$ cat config.mk
export PLATFORM = sky130hd
export DESIGN_NAME = segx_div_cell
export DESIGN_NICKNAME = d
export VERILOG_FILES = /design/src/rtl/core/segx_div_cell.sv
export SDC_FILE = /design/constraint.sdc
export NUM_CORES = 1
export LEC_CHECK = 0
export BUFFER_PORTS_ARGS = -buffer_cell sky130_fd_sc_hd__buf_2
export CAP_MARGIN = 30
export CELL_PAD_IN_SITES_DETAIL_PLACEMENT = 0
export CELL_PAD_IN_SITES_GLOBAL_PLACEMENT = 1
export CORE_AREA = 2 2 503 505
export DETAILED_ROUTE_END_ITERATION = 10
export DIE_AREA = 0 0 505 507
export HOLD_SLACK_MARGIN = 0.02
export PLACE_DENSITY = 0.33
export SKIP_CTS_REPAIR_TIMING = 1
export SLEW_MARGIN = 5
export SYNTH_ARGS = -nofsm -noshare
export SYNTH_HDL_FRONTEND = slang
export SYNTH_SLANG_ARGS = --single-unit
$ cat constraint.sdc
create_clock -name clk -period 0.8 [get_ports clk]
set_input_delay 0.08 -clock clk [delete_from_list [all_inputs] [get_ports clk]]
set_output_delay 0.08 -clock clk [all_outputs]
set_load 0.05 [all_outputs]
$ cat src/rtl/core/segx_div_cell.sv
// One cell of the restoring divider chain: one quotient bit per cell.
`default_nettype none
module segx_div_cell #(
    parameter int W = 192,
    parameter int P = 64
) (
    input  wire logic           clk,
    input  wire logic           rst_n,
    input  wire logic           vld_in,
    input  wire logic [W-1:0]   num_in,
    input  wire logic [W-1:0]   rem_in,
    input  wire logic [W-1:0]   den_in,
    input  wire logic           neg_in,
    input  wire logic [P-1:0]   pay_in,
    output logic                vld_out,
    output logic [W-1:0]        num_out,
    output logic [W-1:0]        rem_out,
    output logic [W-1:0]        den_out,
    output logic                neg_out,
    output logic [P-1:0]        pay_out
);
    logic [W:0]   trial;
    logic [W-1:0] shifted;
    logic         vld_reg;
    logic [W-1:0] num_reg, rem_reg, den_reg;
    logic         neg_reg;
    logic [P-1:0] pay_reg;

    // Shift in the next numerator bit and try the subtraction.
    always_comb
    begin
        shifted = {rem_in[W-2:0], num_in[W-1]};
        trial   = {1'b0, shifted} - {1'b0, den_in};
    end

    always_ff @(posedge clk or negedge rst_n)
    begin
        if (!rst_n)
            vld_reg <= 1'b0;
        else
            vld_reg <= vld_in;
    end

    // The numerator register collects quotient bits at its low end.
    always_ff @(posedge clk)
    begin
        rem_reg <= trial[W] ? shifted : trial[W-1:0];
        num_reg <= {num_in[W-2:0], ~trial[W]};
        den_reg <= den_in;
        neg_reg <= neg_in;
        pay_reg <= pay_in;
    end

    assign vld_out = vld_reg;
    assign num_out = num_reg;
    assign rem_out = rem_reg;
    assign den_out = den_reg;
    assign neg_out = neg_reg;
    assign pay_out = pay_reg;
endmodule
`default_nettype wire

Yosys cells after proc, flatten, opt, wreduce, memory -nomap -nowiden
Index checks and enable logic that the tools add are counted.
- bits in registers: 642
- output and inout port bits: 642
- input port bits: 644
- bitwise operators: 1
- $add $sub $neg: 1
- muxes and demuxes: 1
- operator list (operator ; count):
    $sub A192 B192 Y193 ; 1
    $mux W192 ; 1
    $not A1 Y1 ; 1

Logic depth before layout (Yosys ltp)
Gate-level depths: netlist of run 1.
- depth after elaboration: 2
- depth in mapped cells: 18
- depth with buffers taken out: 15

Least setup slack after synthesis of run 1
No wires, ideal clock.
- path type: input to register
- start: input port num_in[191]
- end: register rem_reg[134] (netlist: rem_out[134])
- required time: 0.677 ns
- stages: 14
- arrival time: 3.185 ns
- setup time: 0.123 ns
- path slack: -2.508 ns
- cell sequence: inv_1 ha_1 fa_1 nor2b_1 o31ai_1 a2111oi_0 o21ai_0 a211oi_1 o41ai_2 o21a_1 o21ba_2 o41ai_1 xor2_1 mux2_1
- longest elaborated chain between the ends: 2
- ends and longest elaborated chain (element ; line ; RTL):
    start, declared ; 10 ; input wire logic [W-1:0] num_in,
    $sub A192 B192 Y193 ; 33 ; trial = {1'b0, shifted} - {1'b0, den_in};
    $mux W192 ; 47 ; rem_reg <= trial[W] ? shifted : trial[W-1:0];
    end signal, assigned ; 47 ;
    end, declared ; 25 ; logic [W-1:0] num_reg, rem_reg, den_reg;
Every way passes these cells.

Final worst setup path of run 1
- start: input port rem_in[133]
- end: register rem_reg[187] (netlist: rem_out[187])
- longest elaborated chain between the ends: 2
- ends and longest elaborated chain (element ; line ; RTL):
    start, declared ; 11 ; input wire logic [W-1:0] rem_in,
    $sub A192 B192 Y193 ; 33 ;
    $mux W192 ; 47 ;
Every way passes these cells.

==> key figures, run 1 <==
Outcome
  – Run status: finished, violations left
  – Violated checks: hold timing, setup timing

Power
  – Power Dens Cells: slightly below 2000 nW/um2
  – P_leak: around 33 nW
  – IR Drop Worst-Case VDD: 1.59 mV

STA
  – Hold Vio Cnt, Final: 29
  – Relative slew slack: 49.5%
  – Slew at the pin closest to its max-slew limit: 0.738 ns
  – Final critical delay including setup and external delays: 3.14 ns
  – Final Slew Violations: 0
  – Endpoints failing setup: 835
  – Ratio of final minimum period to clock period: 392%
  – Setup repair after global routing missed its margin: yes
  – WHS: -0.552 ns
  – Highest attainable clock frequency: 319 MHz
  – Min setup slack post-route: -2.34 ns

Logic synthesis
  – Post-Synthesis Cell Area: 30,100 um2
  – Flip-flop cell with the highest count after synthesis: sky130_fd_sc_hd__dfxtp_1
  – Net count after synthesis: 4,221
  – Cell accounting for the most synthesized area: sky130_fd_sc_hd__dfxtp_1
  – Proportion of synthesized flip-flops having asynchronous set or reset: less than 1%
  – Most area-consuming cells after synthesis: sky130_fd_sc_hd__dfxtp_1 (43%), sky130_fd_sc_hd__ha_1 (8.0%), sky130_fd_sc_hd__a21oi_1 (5.9%)
  – Portion of synthesized cell area occupied by the leading cell type: 42.6%
  – Gate Count Post-Synth: 3,384
  – Mean Syn Cell Area: 8.90 um2
  – Sequential area share after synthesis: 42.7%
  – Total of flip-flops plus latches after synthesis: 642
  – Count of synthesis-stage warnings from yosys: 0
  – Count of flip-flops with a built-in enable after synthesis: 0
  – Number of distinct library cell variants in the gate-level netlist after synthesis: between 80 and 90

Floorplanning
  – Standard-cell rows: 184
  – Number of top-level design ports: 1,286
  – Horiz. Die Dim: 505 um
  – Initial Utilization: 12.0%
  – Die Span Y: around 510 um
  – Area inside the core boundary: 250,000 um2
  – Die Area: 256,000 um2

GRT
  – First-pass GRT wire length: 307 mm
  – Number of global-route vias before repair: 37.8k
  – Sum of overflow across all layers after global routing: 0
  – Pin count of the biggest net entering global routing: 27
  – Global-route track usage on met1: 18.2%
  – Layer with the highest usage after global routing: met2
  – Met3 usage: 3.50%
  – Global Route met2 Usage: between 30% and 40%
  – Global-route usage over all layers: 17.2%
  – Antenna violations before repair: 69

Route
  – Total vias in the final route: 39.9k
  – Detail-routed via count per cell: about 3.8
  – Initial detailed-routing violation count: about 1.5k
  – Post-DR wirelength/cell: roughly 23 um
  – Remaining DRCs: 0
  – Number of nets still failing antenna checks after routing: 0
  – Total wire length: 241 mm
  – Number of iterations in the first detailed-routing pass: 5

Finish
  – Multi-input combinational cell area: 17,800 um2
  – Commonest cells after routing, fill and taps aside: sky130_fd_sc_hd__buf_4 (1,414), sky130_fd_sc_hd__buf_2 (1,038), sky130_fd_sc_hd__dlygate4sd3_1 (1,031)
  – Post-Layout Inst Area: slightly above 70,000 um2
  – Final net count: between 7k and 8k
  – Share of cells above drive strength 1: 46.5%
  – Most common library cell in the layout ignoring fill and taps: sky130_fd_sc_hd__buf_4
  – Total area of sequential cells: 12,900 um2
  – Post-layout util: 28.4%
  – Filler cells: around 27k
  – Layout overhead on the synthesized area: 136%

Setup path
  – CP Capture Type: flop
  – Most common cell on crit path: sky130_fd_sc_hd__buf_4
  – Cell chain of the critical path: buf_2, dlygate4sd3_1, ha_1, buf_4, nand2_1, or3_1, nor4_1, nor3_1, nor2_1, nand3_2, a31oi_4, buf_4, xor2_1, mux2_4
  – Maximum single-stage delay on the critical path: between 0.5 and 0.6 ns
  – Worst setup path class: in -> reg
  – Slowest library cell on the worst path: sky130_fd_sc_hd__dlygate4sd3_1
  – Arrival time of the worst setup path: 3.74 ns
  – Combined buffer and inverter count along the critical path: 4
  – Highest net fanout along the worst path: 5
  – Data required time at the worst endpoint: 1.41 ns
  – Top cell family by delay on the critical path: simple AND/OR/NAND/NOR gates
  – Nature of the critical path startpoint: primary input

Clocking
  – CTS root buffer: sky130_fd_sc_hd__clkbuf_16
  – Clock sinks: 642
  – Clock buffers created by TritonCTS: 89
  – Largest buffer count on any clock path: 3
  – CTS H-tree depth: 3
  – TritonCTS clock tree: yes
  – Clock transition time at the flip-flop clock pins of the worst setup and hold paths: 0.06 ns

Placement
  – Detail Placement HPWL: roughly 200 mm
  – Setup WS pre-CTS: -3.68 ns
  – Area after detailed placement: 55,100 um2
  – Port Buffer Count: roughly 1.3k
  – Placer Congestion: 0.869

Worst hold path
  – Hold crit path type: in -> reg

Run
  – Maxcap violations: 0
final timing paths:
kind,startpoint,endpoint,slack (ns),depth (start not counted)
worst min-delay path,den_in[52],den_out[52],-0.55,1
min in group asynchronous,rst_n,vld_out,0.15,3
worst max-delay path,rem_in[133],rem_out[187],-2.34,14
max in group asynchronous,rst_n,vld_out,0.55,3
state kept, by name, indices dropped and copies added, names as in the netlist:
register	cells
neg_out	1
pay_out	64
num_out	192
vld_out	1
den_out	192
rem_out	192
final cells by class:
type	instances	share of cell area, %
Clock buffer	117	3.54
Multi-Input combinational cell	2354	25.0
Inverter	264	1.45
Timing Repair Buffer	3791	45.0
Antenna cell	24	0.0843
Tap cell	3348	5.88
Sequential cell	642	18.1
Clock inverter	50	1.01
kinds of logic after synthesis:
logic type / synth area share (%)
AO/OA/AOI/OAI: 18.9
AND/OR/NAND/NOR: 13.9
flip-flops: 42.7
buffers and inverters: 5.52
adder cells (fa/ha/maj): 8.04
XOR/XNOR: 4.97
multiplexers: 5.95
routing by layer:
| layer | routed length [um] | vias to the layer above | part of all wire, % |
|---|---|---|---|
| met5 | 167 | - | 0.069 |
| met3 | 9890 | 311 | 4.1 |
| met2 | 132000 | 1086 | 55 |
| li1 | - | 19600 | - |
| met4 | 7640 | 26 | 3.2 |
| met1 | 91800 | 19000 | 38 |
power by group:
group	internal, mW	switching (mW)
combinational	25.7	30.4
clock	25.8	18.2
sequential	35.1	1.81
cells in the mapped netlist (20+ instances only):
cell type,n
sky130_fd_sc_hd__nand3_1,82
sky130_fd_sc_hd__nand2_1,293
sky130_fd_sc_hd__o21bai_1,50
sky130_fd_sc_hd__nor3_1,53
sky130_fd_sc_hd__a21oi_1,358
sky130_fd_sc_hd__mux2_2,62
sky130_fd_sc_hd__xor2_1,57
sky130_fd_sc_hd__nand4_1,108
sky130_fd_sc_hd__nor4_1,20
sky130_fd_sc_hd__o31ai_1,43
sky130_fd_sc_hd__dfxtp_1,641
sky130_fd_sc_hd__o21a_1,37
sky130_fd_sc_hd__clkbuf_1,98
sky130_fd_sc_hd__o21ai_0,243
sky130_fd_sc_hd__ha_1,192
sky130_fd_sc_hd__nor2_1,218
sky130_fd_sc_hd__a21o_1,50
sky130_fd_sc_hd__inv_1,263
sky130_fd_sc_hd__mux2_1,84
sky130_fd_sc_hd__xnor2_1,114
stage by stage:
stage               power (mW)  cells  TNS [ns]  hold slack (ns)
detailed placement        87.9   9322   -673.21           -0.142
global route               143  10600   -862.59           -0.625
global placement          88.2   9322   -673.86           -0.146
finish                     137  10600   -794.77           -0.552
floorplan                 59.2   3384   -421.96           -0.216
CTS                        133   9489   -954.06            -1.02
Power figures use the tool's default switching activity.
==> inputs of run 2 (changes only) <==
--- a/config.mk
+++ b/config.mk
@@ -5,15 +5,16 @@
 export SDC_FILE = /design/constraint.sdc
 export NUM_CORES = 1
 export LEC_CHECK = 0
-export BUFFER_PORTS_ARGS = -buffer_cell sky130_fd_sc_hd__buf_2
 export CAP_MARGIN = 30
 export CELL_PAD_IN_SITES_DETAIL_PLACEMENT = 0
 export CELL_PAD_IN_SITES_GLOBAL_PLACEMENT = 1
-export CORE_AREA = 2 2 503 505
+export CORE_AREA = 2 2 494 496
+export CTS_CLUSTER_SIZE = 10
 export DETAILED_ROUTE_END_ITERATION = 10
-export DIE_AREA = 0 0 505 507
+export DIE_AREA = 0 0 496 498
+export DONT_BUFFER_PORTS = 1
 export HOLD_SLACK_MARGIN = 0.02
-export PLACE_DENSITY = 0.33
+export PLACE_DENSITY = 0.3
 export SKIP_CTS_REPAIR_TIMING = 1
 export SLEW_MARGIN = 5
 export SYNTH_ARGS = -nofsm -noshare
==> key figures, run 2 (synthesis gave the netlist of run 1 again) <==
Setup path
  – Worst setup path endpoint: rem_out[30]
  – Data required time at the worst endpoint: 1.42 ns
  – Top cell family by delay on the critical path: buffers and inverters
  – Nature of the critical path startpoint: primary input
  – Combined buffer and inverter count along the critical path: 7
  – Number of cells on the critical path: 17
  – Arrival time of the worst setup path: 3.63 ns
  – Highest net fanout along the worst path: 8
  – Maximum single-stage delay on the critical path: 0.59 ns
  – Worst setup path class: in -> reg
  – CP Capture Type: flop
  – Slowest library cell on the worst path: sky130_fd_sc_hd__dlygate4sd3_1
  – Timing startpoint of the critical path: rem_in[133]
  – Cell chain of the critical path: dlygate4sd3_1, ha_1, nand2_1, o21ai_0, a21oi_1, buf_4, o21ai_0, a41oi_1, buf_4, nand4_4, nand3_4, and2_4, clkinv_16, buf_16, buf_12, buf_12, mux2_4

Route
  – Initial detailed-routing violation count: 1,566
  – Number of nets still failing antenna checks after routing: 0
  – Total vias in the final route: 36.9k
  – Total wire length: 246 mm
  – Remaining DRCs: 0
  – Number of iterations in the first detailed-routing pass: 5
  – Post-DR wirelength/cell: 25.6 um
  – Detail-routed via count per cell: 3.85

Floorplanning
  – Horiz. Die Dim: 496 um
  – Die Area: 247,000 um2
  – Number of top-level design ports: 1,286
  – Standard-cell rows: 181
  – Area inside the core boundary: 242,000 um2
  – Die Span Y: 498 um
  – Initial Utilization: between 10% and 20%

Outcome
  – Violated checks: hold timing, setup timing
  – Run status: finished, violations left

STA
  – Ratio of final minimum period to clock period: 376%
  – WHS: -0.663 ns
  – Slew at the pin closest to its max-slew limit: 0.758 ns
  – Final Slew Violations: 0
  – Hold Vio Cnt, Final: 182
  – Final critical delay including setup and external delays: 3.01 ns
  – Endpoints failing setup: approximately 840
  – Highest attainable clock frequency: around 330 MHz
  – Setup total negative slack: -749.82 ns
  – Min setup slack post-route: -2.21 ns
  – Relative slew slack: 49.1%
  – Setup repair after global routing missed its margin: yes

GRT
  – Global-route usage over all layers: 17.6%
  – Antenna violations before repair: 61
  – Pin count of the biggest net entering global routing: 33
  – Sum of overflow across all layers after global routing: 0
  – First-pass GRT wire length: 297 mm
  – Number of global-route vias before repair: 34.7k

Clocking
  – Largest buffer count on any clock path: 3
  – Clock transition time at the flip-flop clock pins of the worst setup and hold paths: 0.06 ns
  – Clock buffers created by TritonCTS: 89
  – CTS H-tree depth: 3
  – TritonCTS clock tree: yes
  – CTS root buffer: sky130_fd_sc_hd__clkbuf_16
  – Clock sinks: 642

Power
  – Power Dens Cells: 1910 nW/um2
  – Clock network power share: 29.8%
  – Cell-internal power: 88.0 mW
  – Switching Fraction: 36.2%
  – Relative contribution of sequential cells to total power: 27.4%
  – P_leak: 31.7 nW
  – IR Drop Worst-Case VDD: 1.59 mV
  – Net switching power figure: around 50 mW
  – Combinational share of power: 42.8%

Worst hold path
  – Hold crit path type: in -> reg
  – Cell depth of the worst min-delay path: 0

Finish
  – Layout overhead on the synthesized area: 140%
  – Final net count: 7,098
  – Commonest cells after routing, fill and taps aside: sky130_fd_sc_hd__buf_4 (1,323), sky130_fd_sc_hd__dlygate4sd3_1 (858), sky130_fd_sc_hd__buf_12 (673)
  – Share of cells above drive strength 1: between 40% and 50%
  – Most common library cell in the layout ignoring fill and taps: sky130_fd_sc_hd__buf_4

Run
  – Maxcap violations: 0

Placement
  – Detail Placement HPWL: about 200 mm
  – Port Buffer Count: 0
  – Placer Congestion: 0.844
  – Setup WS pre-CTS: -3.85 ns
-- run 2: changes by cell type in the layout (fill, tap and decap cells not counted), sizes merged --
cell	before	now
clkinv	27	13
buf	2754	2037
dlygate4sd3	1031	858
clkinvlp	10	8
bufinv	10	5
inv	267	265
clkbuf	123	138
diode	24	58
-- run 2: per-stage QoR --
stage	instance area (um2)	instances	utilization, %	total power [mW]
after floorplan	30600	3384	-	59.2
after global placement	57000	8446	23.6	90.1
after detailed placement	57000	8446	23.6	89.8
after CTS	60000	8596	24.8	132
after global routing	72300	9575	29.9	144
final	72300	9580	29.9	138
-- run 2: power groups by stage --
stage	registers (mW)	clock network [mW]	logic [mW]
after global placement	38.5	0	51.6
after global routing	38.1	43.9	61.9
final	37.8	41.1	59.1
after CTS	37.9	42.9	51.5
after floorplan	47.2	0	12.0
after detailed placement	38.5	0	51.3
-- run 2: how the worst min path moves through the flow --
stage | start | end | slack (ns)
after floorplan | rst_n | vld_out | -0.22
after global placement | rst_n | vld_out | -0.22
after detailed placement | rst_n | vld_out | -0.22
after CTS | rst_n | vld_out | -1.07
after global routing | den_in[119] | den_out[119] | -0.73
final | den_in[112] | den_out[112] | -0.66
-- run 2: layer usage --
layer | routed length (um) | global-route usage (%) | up-vias
met3 | 10700 | 4.29 | 287
met5 | 71 | 0 | -
li1 | - | - | 17800
met1 | 92400 | 17.9 | 17700
met4 | 9020 | 4.65 | 12
met2 | 133000 | 34.7 | 1041
-- run 2: cell type report --
type | instances | area (um2)
diodes | 58 | 145
clock buffers | 123 | 2490
clock inverters | 27 | 419
fillers | 25300 | 170000
inverters | 264 | 1040
multi-input cells | 2354 | 18300
flip-flops and latches | 642 | 12900
well taps | 3202 | 4010
repair buffers | 2910 | 33000
